File: config.mk
export PLATFORM = sky130hd
export DESIGN_NAME = conveyor_stop_station_controller_top
export DESIGN_NICKNAME = d
export VERILOG_FILES = /design/src/rtl/cssc_pkg.sv /design/src/rtl/cssc_ctrl.sv /design/src/rtl/conveyor_stop_station_controller_top.sv
export SDC_FILE = /design/constraint.sdc
export NUM_CORES = 1
export LEC_CHECK = 0
export BUFFER_PORTS_ARGS = -buffer_cell sky130_fd_sc_hd__clkbuf_2
export CAP_MARGIN = 20
export CORE_MARGIN = 2
export CORE_UTILIZATION = 24
export DETAILED_ROUTE_END_ITERATION = 6
export SYNTH_ARGS = -nofsm -noshare
export SYNTH_HDL_FRONTEND = slang
export SYNTH_HIERARCHICAL = 1
export SYNTH_SLANG_ARGS = --single-unit
File: constraint.sdc
create_clock -name clk -period 6.49 [get_ports clk]
set_input_delay 0.3245 -clock clk [delete_from_list [all_inputs] [get_ports clk]]
set_output_delay 0.3245 -clock clk [all_outputs]
set_load 0.02 [all_outputs]
File: src/rtl/cssc_pkg.sv
// Shared types and constants of the conveyor stop station controller.
package cssc_pkg;

	localparam int TIMER_BITS_DEF = 16;
	localparam int CFG_BITS       = 16;
	localparam int APB_DATA_BITS  = 32;
	localparam int APB_ADDR_BITS  = 3;

	localparam logic [CFG_BITS-1:0] RESTART_IGNORE_RST = 16'd1000;
	localparam logic [CFG_BITS-1:0] DEBOUNCE_RST       = 16'd30;

	typedef enum logic {
		REG_RESTART_IGNORE = 1'b0,
		REG_DEBOUNCE       = 1'b1
	} reg_idx_t;

	typedef enum logic {
		OP_TICK    = 1'b0,
		OP_COMMAND = 1'b1
	} op_t;

	localparam logic [7:0] CHAR_LOWER_A = 8'h61;
	localparam logic [7:0] CHAR_LOWER_Z = 8'h7a;
	localparam logic [7:0] CASE_OFFSET  = 8'h20;

	localparam logic [7:0] CMD_START   = 8'h53;	// S
	localparam logic [7:0] CMD_RESTART = 8'h52;	// R
	localparam logic [7:0] CMD_STOP    = 8'h58;	// X
	localparam logic [7:0] CMD_EMPTY   = 8'h45;	// E
	localparam logic [7:0] CMD_OBJECT  = 8'h4f;	// O

	typedef enum logic [2:0] {
		EV_NONE           = 3'd0,
		EV_AUTO_START     = 3'd1,
		EV_MANUAL_RESTART = 3'd2,
		EV_STOP_CMD       = 3'd3,
		EV_EMPTY_RESTART  = 3'd4,
		EV_EMPTY_IGNORED  = 3'd5,
		EV_OBJECT_WAIT    = 3'd6,
		EV_SENSOR_STOP    = 3'd7
	} event_t;

	typedef struct packed {
		op_t        operation;
		logic [7:0] command_byte;
		logic       sensor_level;
	} item_t;

	typedef struct packed {
		event_t event_code;
		logic   step_pulses_on;
		logic   drive_enable;
		logic   auto_on;
		logic   camera_wait;
	} result_t;

endpackage

File: src/rtl/cssc_ctrl.sv
// Belt state, tick counters and command decode; one request per cycle while fire is high.
module cssc_ctrl import cssc_pkg::*; #(
	parameter int TIMER_BITS = TIMER_BITS_DEF
) (
	input  logic                clk,
	input  logic                arst_n,
	input  logic                fire,
	input  item_t               item,
	input  logic [CFG_BITS-1:0] restart_ignore_ticks,
	input  logic [CFG_BITS-1:0] debounce_ticks,
	output result_t             res
);

	localparam int CW = (TIMER_BITS > CFG_BITS) ? TIMER_BITS : CFG_BITS;

	logic                  running_q, auto_q, waiting_q, released_q, enable_q, low_active_q;
	logic [TIMER_BITS-1:0] ticks_q, low_ticks_q;

	logic                  running_n, auto_n, waiting_n, released_n, enable_n, low_active_n;
	logic [TIMER_BITS-1:0] ticks_n, low_ticks_n, ticks_inc, low_inc;
	logic                  do_go, do_halt;
	logic [7:0]            cmd;
	event_t                ev;

	assign ticks_inc = (ticks_q == '1) ? ticks_q : TIMER_BITS'(ticks_q + 1'b1);
	assign low_inc   = (low_ticks_q == '1) ? low_ticks_q : TIMER_BITS'(low_ticks_q + 1'b1);
	assign cmd = (item.command_byte >= CHAR_LOWER_A && item.command_byte <= CHAR_LOWER_Z) ?
		8'(item.command_byte - CASE_OFFSET) : item.command_byte;

	always_comb begin
		running_n    = running_q;
		auto_n       = auto_q;
		waiting_n    = waiting_q;
		released_n   = released_q;
		enable_n     = enable_q;
		low_active_n = low_active_q;
		ticks_n      = ticks_q;
		low_ticks_n  = low_ticks_q;
		do_go        = 1'b0;
		do_halt      = 1'b0;
		ev           = EV_NONE;
		unique case (item.operation)
			OP_TICK: begin
				if (running_q) begin
					ticks_n = ticks_inc;
					if (auto_q && (CW'(ticks_inc) >= CW'(restart_ignore_ticks))) begin
						if (item.sensor_level) begin
							released_n   = 1'b1;
							low_active_n = 1'b0;
							low_ticks_n  = '0;
						end else if (released_q) begin
							if (!low_active_q) begin
								low_active_n = 1'b1;
								low_ticks_n  = '0;
							end else begin
								low_ticks_n = low_inc;
								if (CW'(low_inc) >= CW'(debounce_ticks)) begin
									do_halt   = 1'b1;
									waiting_n = 1'b1;
									ev        = EV_SENSOR_STOP;
								end
							end
						end
					end
				end
			end
			OP_COMMAND: begin
				unique case (cmd)
					CMD_START: begin
						auto_n    = 1'b1;
						waiting_n = 1'b0;
						do_go     = 1'b1;
						ev        = EV_AUTO_START;
					end
					CMD_RESTART: begin
						do_go = 1'b1;
						ev    = EV_MANUAL_RESTART;
					end
					CMD_STOP: begin
						auto_n    = 1'b0;
						waiting_n = 1'b0;
						do_halt   = 1'b1;
						ev        = EV_STOP_CMD;
					end
					CMD_EMPTY: begin
						if (auto_q && waiting_q) begin
							waiting_n = 1'b0;
							do_go     = 1'b1;
							ev        = EV_EMPTY_RESTART;
						end else begin
							ev = EV_EMPTY_IGNORED;
						end
					end
					CMD_OBJECT: begin
						if (auto_q) begin
							waiting_n = 1'b1;
							do_halt   = 1'b1;
							ev        = EV_OBJECT_WAIT;
						end
					end
					default: ev = EV_NONE;
				endcase
			end
			default: ev = EV_NONE;
		endcase
		if (do_go && !running_q) begin
			running_n    = 1'b1;
			waiting_n    = 1'b0;
			released_n   = 1'b0;
			ticks_n      = '0;
			low_active_n = 1'b0;
			low_ticks_n  = '0;
			enable_n     = 1'b1;
		end
		if (do_halt) begin
			running_n = 1'b0;
		end
	end

	always_comb begin
		res.event_code     = ev;
		res.step_pulses_on = running_n;
		res.drive_enable   = enable_n;
		res.auto_on        = auto_n;
		res.camera_wait    = waiting_n;
	end

	always_ff @(posedge clk or negedge arst_n) begin
		if (!arst_n) begin
			running_q    <= 1'b0;
			auto_q       <= 1'b0;
			waiting_q    <= 1'b0;
			released_q   <= 1'b0;
			enable_q     <= 1'b0;
			low_active_q <= 1'b0;
			ticks_q      <= '0;
			low_ticks_q  <= '0;
		end else if (fire) begin
			running_q    <= running_n;
			auto_q       <= auto_n;
			waiting_q    <= waiting_n;
			released_q   <= released_n;
			enable_q     <= enable_n;
			low_active_q <= low_active_n;
			ticks_q      <= ticks_n;
			low_ticks_q  <= low_ticks_n;
		end
	end

	a_enable_sticky: assert property (@(posedge clk) disable iff (!arst_n)
		$past(enable_q) |-> enable_q)
		else $error("drive enable cleared");

	a_run_needs_enable: assert property (@(posedge clk) disable iff (!arst_n)
		running_q |-> enable_q)
		else $error("belt running without drive enable");

	a_low_after_release: assert property (@(posedge clk) disable iff (!arst_n)
		low_active_q |-> released_q)
		else $error("low run started before line release");

	a_sensor_stop_flags: assert property (@(posedge clk) disable iff (!arst_n)
		(fire && ev == EV_SENSOR_STOP) |=> (!running_q && waiting_q && auto_q))
		else $error("sensor stop left wrong flags");

endmodule

File: src/rtl/conveyor_stop_station_controller_top.sv
// Top level of the conveyor stop station controller: handshake, registers, result stage.
//
// Each request (a 1 ms tick with the sensor sample, or a command byte) yields exactly one
// result. The block takes one request per clock cycle while its results are taken. An
// accepted request sits in the input register until the result stage can advance; then the
// belt flags and counters in cssc_ctrl are updated and its result is loaded into the result
// register, which raises out_valid. While a result waits to be taken, one more request is
// held in the input register before in_ready drops. Registers: 0x0 restart_ignore_ticks,
// 0x4 debounce_ticks, both 16 bits; write them only while no request is in flight.
module conveyor_stop_station_controller_top import cssc_pkg::*; #(
	parameter int TIMER_BITS = TIMER_BITS_DEF
) (
	input  logic                     clk,
	input  logic                     arst_n,
	input  logic                     psel,
	input  logic                     penable,
	input  logic                     pwrite,
	input  logic [APB_ADDR_BITS-1:0] paddr,
	input  logic [APB_DATA_BITS-1:0] pwdata,
	output logic [APB_DATA_BITS-1:0] prdata,
	output logic                     pready,
	input  logic                     in_valid,
	output logic                     in_ready,
	input  logic                     operation,
	input  logic [7:0]               command_byte,
	input  logic                     sensor_level,
	output logic                     out_valid,
	input  logic                     out_ready,
	output logic [2:0]               event_code,
	output logic                     step_pulses_on,
	output logic                     drive_enable,
	output logic                     auto_on,
	output logic                     camera_wait
);

	logic [CFG_BITS-1:0] restart_ignore_q, debounce_q;
	reg_idx_t            reg_idx;
	logic                cfg_write;

	item_t   item_s1;
	logic    valid_s1;
	result_t res, res_q;
	logic    out_valid_q;
	logic    advance, fire;

	assign pready    = 1'b1;
	assign reg_idx   = reg_idx_t'(paddr[2]);
	assign cfg_write = psel && penable && pwrite;

	always_ff @(posedge clk or negedge arst_n) begin
		if (!arst_n) begin
			restart_ignore_q <= RESTART_IGNORE_RST;
			debounce_q       <= DEBOUNCE_RST;
		end else if (cfg_write) begin
			unique case (reg_idx)
				REG_RESTART_IGNORE: restart_ignore_q <= pwdata[CFG_BITS-1:0];
				REG_DEBOUNCE:       debounce_q       <= pwdata[CFG_BITS-1:0];
				default:            ;
			endcase
		end
	end

	always_comb begin
		unique case (reg_idx)
			REG_RESTART_IGNORE: prdata = APB_DATA_BITS'(restart_ignore_q);
			REG_DEBOUNCE:       prdata = APB_DATA_BITS'(debounce_q);
			default:            prdata = '0;
		endcase
	end

	assign advance  = !out_valid_q || out_ready;
	assign fire     = valid_s1 && advance;
	assign in_ready = !valid_s1 || advance;

	always_ff @(posedge clk or negedge arst_n) begin
		if (!arst_n) begin
			valid_s1 <= 1'b0;
		end else if (in_ready) begin
			valid_s1 <= in_valid;
		end
	end

	always_ff @(posedge clk) begin
		if (in_valid && in_ready) begin
			item_s1.operation    <= op_t'(operation);
			item_s1.command_byte <= command_byte;
			item_s1.sensor_level <= sensor_level;
		end
	end

	cssc_ctrl #(
		.TIMER_BITS(TIMER_BITS)
	) u_ctrl (
		.clk                 (clk),
		.arst_n              (arst_n),
		.fire                (fire),
		.item                (item_s1),
		.restart_ignore_ticks(restart_ignore_q),
		.debounce_ticks      (debounce_q),
		.res                 (res)
	);

	always_ff @(posedge clk or negedge arst_n) begin
		if (!arst_n) begin
			out_valid_q <= 1'b0;
		end else if (advance) begin
			out_valid_q <= valid_s1;
		end
	end

	always_ff @(posedge clk) begin
		if (fire) begin
			res_q <= res;
		end
	end

	assign out_valid      = out_valid_q;
	assign event_code     = res_q.event_code;
	assign step_pulses_on = res_q.step_pulses_on;
	assign drive_enable   = res_q.drive_enable;
	assign auto_on        = res_q.auto_on;
	assign camera_wait    = res_q.camera_wait;

endmodule

==> summary.md, run 1 <==
| Metric | Value |
|---|---|
| Status | `complete, no violations` |
| Detailed-route DRC error count | `0` |
| Top cells by area in the synthesized netlist | `sky130_fd_sc_hd__dfrtp_1, sky130_fd_sc_hd__edfxtp_1, sky130_fd_sc_hd__mux2_2` |
| Buffers on Ports | `58` |
| Critical Path Most Common Cell | `sky130_fd_sc_hd__and3_1` |
| Crit-path leading delay family | `compound AO/OA/AOI/OAI gates` |
| Worst endpoint required time | `6.72 ns` |
| Count of buffering cells on the critical path with inverters included | `0` |
| Cells after synthesis | `569` |
| Static leakage | `approximately 3 nW` |
| Largest net degree at the start of global routing | `73` |
| Max Clock Skew | `0.00950 ns` |
| Width of the die | `160 µm` |
| Number of placement rows | `57` |
| Final global-route overflow total | `0` |
| Wire length per cell after detailed routing | `approximately 14 µm` |
| Number of global-route vias before repair | `between 4000 and 5000` |
| Clock-pin slew on the worst setup and hold paths | `about 0.070 ns` |
| Worst hold path type | `in2async` |
| Ratio of routed vias to standard cells | `about 4.6` |
| Number of hold violations in the final report | `0` |
| Power density normalized to cell area | `~240 mW/mm²` |
| Count of hold-fix buffers inserted at cts | `0` |
| Net count of the finished layout | `701` |
| Critical path class | `reg2reg` |
| Category of the worst setup path capture point | `flop` |
| Iteration-0 DRC count of the detailed router | `around 240` |
| Maximum vdd drop | `between 0.0001 and 0.00015 V` |
| Design Power | `roughly 1.6 mW` |
| Final cycle utilization of the critical path | `approximately 62%` |
| Setup repair after global routing missed its margin | `false` |
| Clock network latency to the later pin of the worst-skew pair | `roughly 0.34 ns` |
| Number of flops mapped to enable cells by yosys | `17` |
| Layout overhead on the synthesized area | `13.7%` |
| Setup violations, final | `0` |
| Setup Buffers After CTS | `0` |
| DR pass1 iterations | `4` |
| Routed wire length | `13.4 mm` |
| Slew at the pin with the worst max-slew slack | `approximately 0.96 ns` |
| Post-route ant nets | `0` |
| Reg-to-reg startpoint | `u_ctrl/ticks_q[0]$_DFFE_PN0P_` |
| Total number of vias | `4351` |
| GP Congestion | `between 0.7 and 0.8` |
| Element type at the critical path start | `flop` |
| Final period demand of the worst path | `between 3 and 4 ns` |
| HPWL after detailed placement | `9.93 mm` |
| Data arrival time of the critical path | `4.22 ns` |
| Cell area after layout | `approximately 0.0066 mm²` |
| Fraction of synthesized cell area taken by the top area cell type | `between 20% and 30%` |
| Wire length of the first global-routing pass | `roughly 22 mm` |
| CTS tree | `built` |
| First element of the critical path | `u_ctrl/ticks_q[0]$_DFFE_PN0P_` |
| Total of flip-flops plus latches after synthesis | `89` |
| Warning count from the yosys run | `6` |
| Initial Util | `about 24%` |
| Largest incremental delay on the critical path | `between 0.6 and 0.7 ns` |
| H-tree levels | `3` |
| Setup ws final | `~2.5 ns` |
| CTS Root Cell | `sky130_fd_sc_hd__clkbuf_16` |
| Placed cell area | `roughly 0.0063 mm²` |
| Core region area | `between 0.02 and 0.025 mm²` |
| Worst setup slack before clock tree synthesis | `around 2.6 ns` |
| Max Clk Rate | `250 MHz` |
| Height of the die | `around 160 µm` |
| Die Outline Area | `~0.026 mm²` |
| Post-CTS sizing | `0` |
| TritonCTS Sinks | `between 80 and 90` |
| Count of pins on the block boundary | `94` |
| Ordered list of cells on the worst path | `ha_1 > and3_1 > and4_1 > a31oi_4 > and3_1 > xor2_1 > ha_1 > and3_1 > a221oi_1 > nand3_1 > o211ai_1 > nor3_1 > a211o_1` |
| Most used flip-flop cell after synthesis | `sky130_fd_sc_hd__dfrtp_1` |
| Number of maximum-capacitance constraint violations | `0` |
| Antenna violations before repair | `0` |
| Antenna diode instance count | `0` |
| TNS Setup | `0 ns` |
| Hold WS | `~0.13 ns` |
| Fin. max-slew vios | `0` |
| Area of the mapped netlist | `approximately 0.0058 mm²` |
| Proportion of synthesized chip area in sequential cells | `between 30% and 40%` |
| Clock Path Buffers | `2` |
| Post-synth top area cell | `sky130_fd_sc_hd__dfrtp_1` |
| Share of final-layout standard cells stronger than drive strength 1 | `around a quarter` |
| TritonCTS buffer count | `9` |
| All-layer global routing usage | `10.7%` |
| Mean Syn Cell Area | `a little over 10 µm²` |
| Largest fanout on the critical path | `8` |
| Number of different library cells in the post-synthesis netlist | `75` |
| Library cell contributing the largest single delay on the critical path | `sky130_fd_sc_hd__o211ai_1` |
| Fraction of registers with async set or reset after synthesis | `80.9%` |
| Worst-case headroom to the max-slew limit | `36.2%` |
sequential cells by signal, summed over array words and instances (netlist names), 3 cells and up:
register            flops
debounce_q             16
event_code              3
item_s1                10
restart_ignore_q       16
u_ctrl/low_ticks_q     16
u_ctrl/ticks_q         16
final cells by class:
class,count,area (µm²)
clock buffers,10,239
clock inverters,6,90.1
fillers,2605,17500
inverters,38,143
multi-input cells,418,3150
flip-flops and latches,89,2320
well taps,324,405
repair buffers,58,293
cells in the final DEF, fill, tap and decap left out, types with 15 or more instances in the layout:
cell type | synthesis | layout
sky130_fd_sc_hd__a21oi_1 | 40 | 40
sky130_fd_sc_hd__and3_1 | 15 | 15
sky130_fd_sc_hd__clkbuf_2 | 0 | 57
sky130_fd_sc_hd__conb_1 | 2 | 17
sky130_fd_sc_hd__dfrtp_1 | 62 | 62
sky130_fd_sc_hd__edfxtp_1 | 17 | 17
sky130_fd_sc_hd__ha_1 | 35 | 35
sky130_fd_sc_hd__inv_1 | 38 | 38
sky130_fd_sc_hd__mux2_2 | 41 | 41
sky130_fd_sc_hd__nand2_1 | 37 | 37
sky130_fd_sc_hd__nand3_1 | 15 | 15
sky130_fd_sc_hd__nor2_1 | 21 | 21
sky130_fd_sc_hd__o21ai_0 | 33 | 33
routing by layer:
metal,share of wire [%],wire [µm],vias to the layer above,global-route usage (%)
met3,2.7,365,16,1.27
met2,45,6000,91,16.6
li1,-,-,2136,-
met1,51,6800,2108,15.4
met5,0,0,-,0
met4,2.0,266,0,3.89
synthesized netlist by cell type (9+ instances only):
| cell | n |
|---|---|
| sky130_fd_sc_hd__nor3_1 | 9 |
| sky130_fd_sc_hd__a21o_1 | 11 |
| sky130_fd_sc_hd__nor2_1 | 21 |
| sky130_fd_sc_hd__a31oi_1 | 10 |
| sky130_fd_sc_hd__dfrtp_1 | 62 |
| sky130_fd_sc_hd__buf_4 | 22 |
| sky130_fd_sc_hd__nand2_1 | 37 |
| sky130_fd_sc_hd__nand3_1 | 15 |
| sky130_fd_sc_hd__a21oi_1 | 40 |
| sky130_fd_sc_hd__and3_1 | 15 |
| sky130_fd_sc_hd__ha_1 | 35 |
| sky130_fd_sc_hd__mux2_2 | 41 |
| sky130_fd_sc_hd__edfxtp_1 | 17 |
| sky130_fd_sc_hd__a22o_1 | 11 |
| sky130_fd_sc_hd__dfstp_2 | 10 |
| sky130_fd_sc_hd__mux2_4 | 10 |
| sky130_fd_sc_hd__o21ai_0 | 33 |
| sky130_fd_sc_hd__inv_1 | 38 |
| sky130_fd_sc_hd__xnor2_1 | 9 |
cell families after synthesis:
kind of cell / count (synthesis) / share of synthesized area (%)
simple gates: 154 / 15.3
compound gates: 146 / 17.2
flops: 89 / 39.8
buf+inv: 77 / 7.26
mux: 53 / 10.8
fa+ha+maj: 35 / 7.50
xor+xnor: 13 / 1.95
other cells: 2 / 0.129
path summary, 6_finish.rpt:
kind                       slack [ns]  cells past startpoint                                end
max                              2.49                     13  u_ctrl/low_ticks_q[0]$_DFFE_PN0P_
min                              0.13                      1          debounce_q[7]$_DFFE_PN0P_
max reg2reg                      2.49                     13  u_ctrl/low_ticks_q[0]$_DFFE_PN0P_
min reg2reg                      0.46                      1        u_ctrl/enable_q$_DFFE_PN0P_
max in group asynchronous        5.74                      1     u_ctrl/ticks_q[14]$_DFFE_PN0P_
min in group clk                 0.16                      1               item_s1[2]$_DFFE_PP_
metrics by stage:
| step | utilization, % | cells |
|---|---|---|
| final | 27.6 | 943 |
| after floorplan | - | 584 |
| after global routing | 27.6 | 943 |
| after detailed placement | 26.2 | 927 |
| after CTS | 27.6 | 943 |
| after global placement | 26.2 | 927 |
power by group:
part	switching [mW]	total (mW)	internal [mW]
registers	0.0516	0.694	0.643
clock network	0.229	0.579	0.349
logic	0.179	0.323	0.144
Note: power is estimated with default switching activity, not from simulation.
==> run 2: changes to the inputs <==
==> constraint.sdc (replaced) <==
create_clock -name clk -period 3.8 [get_ports clk]
set_input_delay 0.19 -clock clk [delete_from_list [all_inputs] [get_ports clk]]
set_output_delay 0.19 -clock clk [all_outputs]
set_load 0.02 [all_outputs]
==> run 2 against run 1 <==
Compared with the run above: critical path depth is 1 higher; sequential cell count stayed put; global-route usage is 0.20 points lower; combinational power is 72% higher; non-clock buffer count is 12 higher; first-iteration DRC count is 0.41% lower; sequential share of layout area is 0.59 points lower; largest cell class unchanged.
==> summary.md, run 2 (synthesis gave the netlist of run 1 again) <==
| Metric | Value |
|---|---|
| Status | `complete, no violations` |
| Layout overhead on the synthesized area | `15.7%` |
| Final period demand of the worst path | `~3.7 ns` |
| CTS tree | `built` |
| Final global-route overflow total | `0` |
| Setup Buffers After CTS | `0` |
| Wire length per cell after detailed routing | `between 10 and 15 µm` |
| CTS Root Cell | `sky130_fd_sc_hd__clkbuf_16` |
| Max Clk Rate | `272 MHz` |
| Die Outline Area | `roughly 0.026 mm²` |
| Total number of vias | `between 4000 and 5000` |
| Post-route ant nets | `0` |
| Number of global-route vias before repair | `4140` |
| Post-CTS sizing | `0` |
| Number of hold violations in the final report | `0` |
| Worst hold path type | `in2async` |
| TritonCTS Sinks | `89` |
| DR pass1 iterations | `5` |
| Critical path class | `reg2reg` |
| Antenna violations before repair | `0` |
| Width of the die | `160 µm` |
| Highest-count cells in the layout ignoring fill and taps | `sky130_fd_sc_hd__dfrtp_1, sky130_fd_sc_hd__clkbuf_2, sky130_fd_sc_hd__mux2_2` |
| GP Congestion | `between 0.7 and 0.8` |
| Share of final-layout standard cells stronger than drive strength 1 | `about 27%` |
| Buffers on Ports | `58` |
| Largest fanout on the critical path | `8` |
| Post-Layout Cell Count | `roughly 960` |
| Clock Path Buffers | `2` |
| Ratio of routed vias to standard cells | `between 4 and 5` |
| All-layer global routing usage | `between 10% and 20%` |
| Worst setup slack before clock tree synthesis | `between 0.1 and 0.15 ns` |
| Worst endpoint required time | `between 4 and 5 ns` |
| Initial Util | `around 24%` |
| First element of the critical path | `u_ctrl/ticks_q[0]$_DFFE_PN0P_` |
| Setup ws final | `around 0.12 ns` |
| Count of pins on the block boundary | `94` |
| HPWL after detailed placement | `between 9 and 10 mm` |
| TNS Setup | `0 ns` |
| Detailed-route DRC error count | `0` |
| Fill count | `2605` |
| Sequential share of power | `between 40% and 50%` |
| Net count of the finished layout | `approximately 700` |
| Data arrival time of the critical path | `roughly 3.9 ns` |
| Final cycle utilization of the critical path | `between 90% and 100%` |
| Clk pwr share | `between 30 and 40%` |
| Count of hold-fix buffers inserted at cts | `0` |
| Clock network latency to the later pin of the worst-skew pair | `0.34 ns` |
| Total instance count after detailed placement | `939` |
| Antenna diode instance count | `0` |
| Wire length of the first global-routing pass | `21.8 mm` |
| Clock-pin slew on the worst setup and hold paths | `about 0.070 ns` |
| Largest net degree at the start of global routing | `73` |
| Routed wire length | `13.2 mm` |
| Slew at the pin with the worst max-slew slack | `roughly 0.95 ns` |
| Final Core Density | `between 20% and 30%` |
| Element type at the critical path start | `flop` |
| Category of the worst setup path capture point | `flop` |
| Commonest non-fill, non-tap cell in the layout | `sky130_fd_sc_hd__dfrtp_1` |
| Gate power share | `about a fifth` |
| Static leakage | `roughly 3.1 nW` |
| Core region area | `0.0241 mm²` |
| Fin. max-slew vios | `0` |
| TritonCTS buffer count | `9` |
| H-tree levels | `3` |
| Worst-case headroom to the max-slew limit | `~36%` |
| Placed cell area | `0.00643 mm²` |
| Setup violations, final | `0` |
| Number of maximum-capacitance constraint violations | `0` |
| Maximum vdd drop | `0.000211 V` |
| Power density normalized to cell area | `~390 mW/mm²` |
| Height of the die | `approximately 160 µm` |
| Cell area after layout | `approximately 0.0068 mm²` |
| Number of placement rows | `between 50 and 60` |
| Cell internal pwr | `between 1.5 and 2 mW` |
| Reported net switching power | `around 0.78 mW` |
| Iteration-0 DRC count of the detailed router | `240` |
| Max Clock Skew | `around 0.0089 ns` |
| Reg-to-reg startpoint | `u_ctrl/ticks_q[0]$_DFFE_PN0P_` |
| Switching portion of total power | `between 20% and 30%` |
run 2: layer usage:
| metal | up-vias | GRT usage [%] | part of all wire [%] | wire (µm) |
|---|---|---|---|---|
| met5 | - | 0 | 0 | 0 |
| met3 | 14 | 1.61 | 4.4 | 583 |
| met1 | 2058 | 15.2 | 49 | 6480 |
| met2 | 119 | 15.9 | 44 | 5820 |
| met4 | 0 | 4.01 | 2.2 | 295 |
| li1 | 2148 | - | - | - |
run 2: area by class of cell:
class                   count  area, µm²  area share, %
clock buffers              12        278           4.11
clock inverters             4       33.8          0.500
inverters                  38        143           2.11
multi-input cells         418       3170           46.8
flip-flops and latches     89       2320           34.4
well taps                 324        405           6.00
repair buffers             70        408           6.04
run 2: path summary, 6_finish.rpt:
check / to / slack [ns] / cells past startpoint
setup / recovery: u_ctrl/low_ticks_q[0]$_DFFE_PN0P_ / 0.12 / 14
hold / removal: u_ctrl/low_ticks_q[6]$_DFFE_PN0P_ / 0.006 / 1
setup reg to reg: u_ctrl/low_ticks_q[0]$_DFFE_PN0P_ / 0.12 / 14
hold reg to reg: u_ctrl/enable_q$_DFFE_PN0P_ / 0.48 / 1
max in group asynchronous: u_ctrl/waiting_q$_DFFE_PN0P_ / 3.19 / 1
min in group clk: item_s1[0]$_DFFE_PP_ / 0.03 / 1
run 2: power by group through the flow:
stage                     Combinational, mW  Sequential [mW]  Clock [mW]
after floorplan                       0.413             1.18           0
after global placement                0.556             1.20           0
after detailed placement              0.561             1.20           0
after CTS                             0.565             1.19       0.935
after global routing                  0.627             1.20       0.974
final                                 0.555             1.19       0.906
run 2: per-stage QoR:
stage               power (mW)  hold slack (ns)
global placement          1.76            0.369
floorplan                 1.59           -0.106
detailed placement        1.76            0.369
CTS                       2.69           0.0134
global route              2.80           0.0205
finish                    2.65          0.00606
run 2: worst max-delay path, cell delays in order, from the launching register on:
cell	delay [ns]
sky130_fd_sc_hd__dfrtp_1	0.43
sky130_fd_sc_hd__ha_1	0.27
sky130_fd_sc_hd__and3_1	0.20
sky130_fd_sc_hd__and4_1	0.23
sky130_fd_sc_hd__a31oi_4	0.26
sky130_fd_sc_hd__nand2_1	0.13
sky130_fd_sc_hd__xnor2_1	0.24
sky130_fd_sc_hd__ha_1	0.29
sky130_fd_sc_hd__a211o_1	0.34
sky130_fd_sc_hd__o221a_2	0.28
sky130_fd_sc_hd__o31a_1	0.14
sky130_fd_sc_hd__o211ai_1	0.28
sky130_fd_sc_hd__buf_12	0.16
sky130_fd_sc_hd__nor3_1	0.05
sky130_fd_sc_hd__a211o_1	0.26
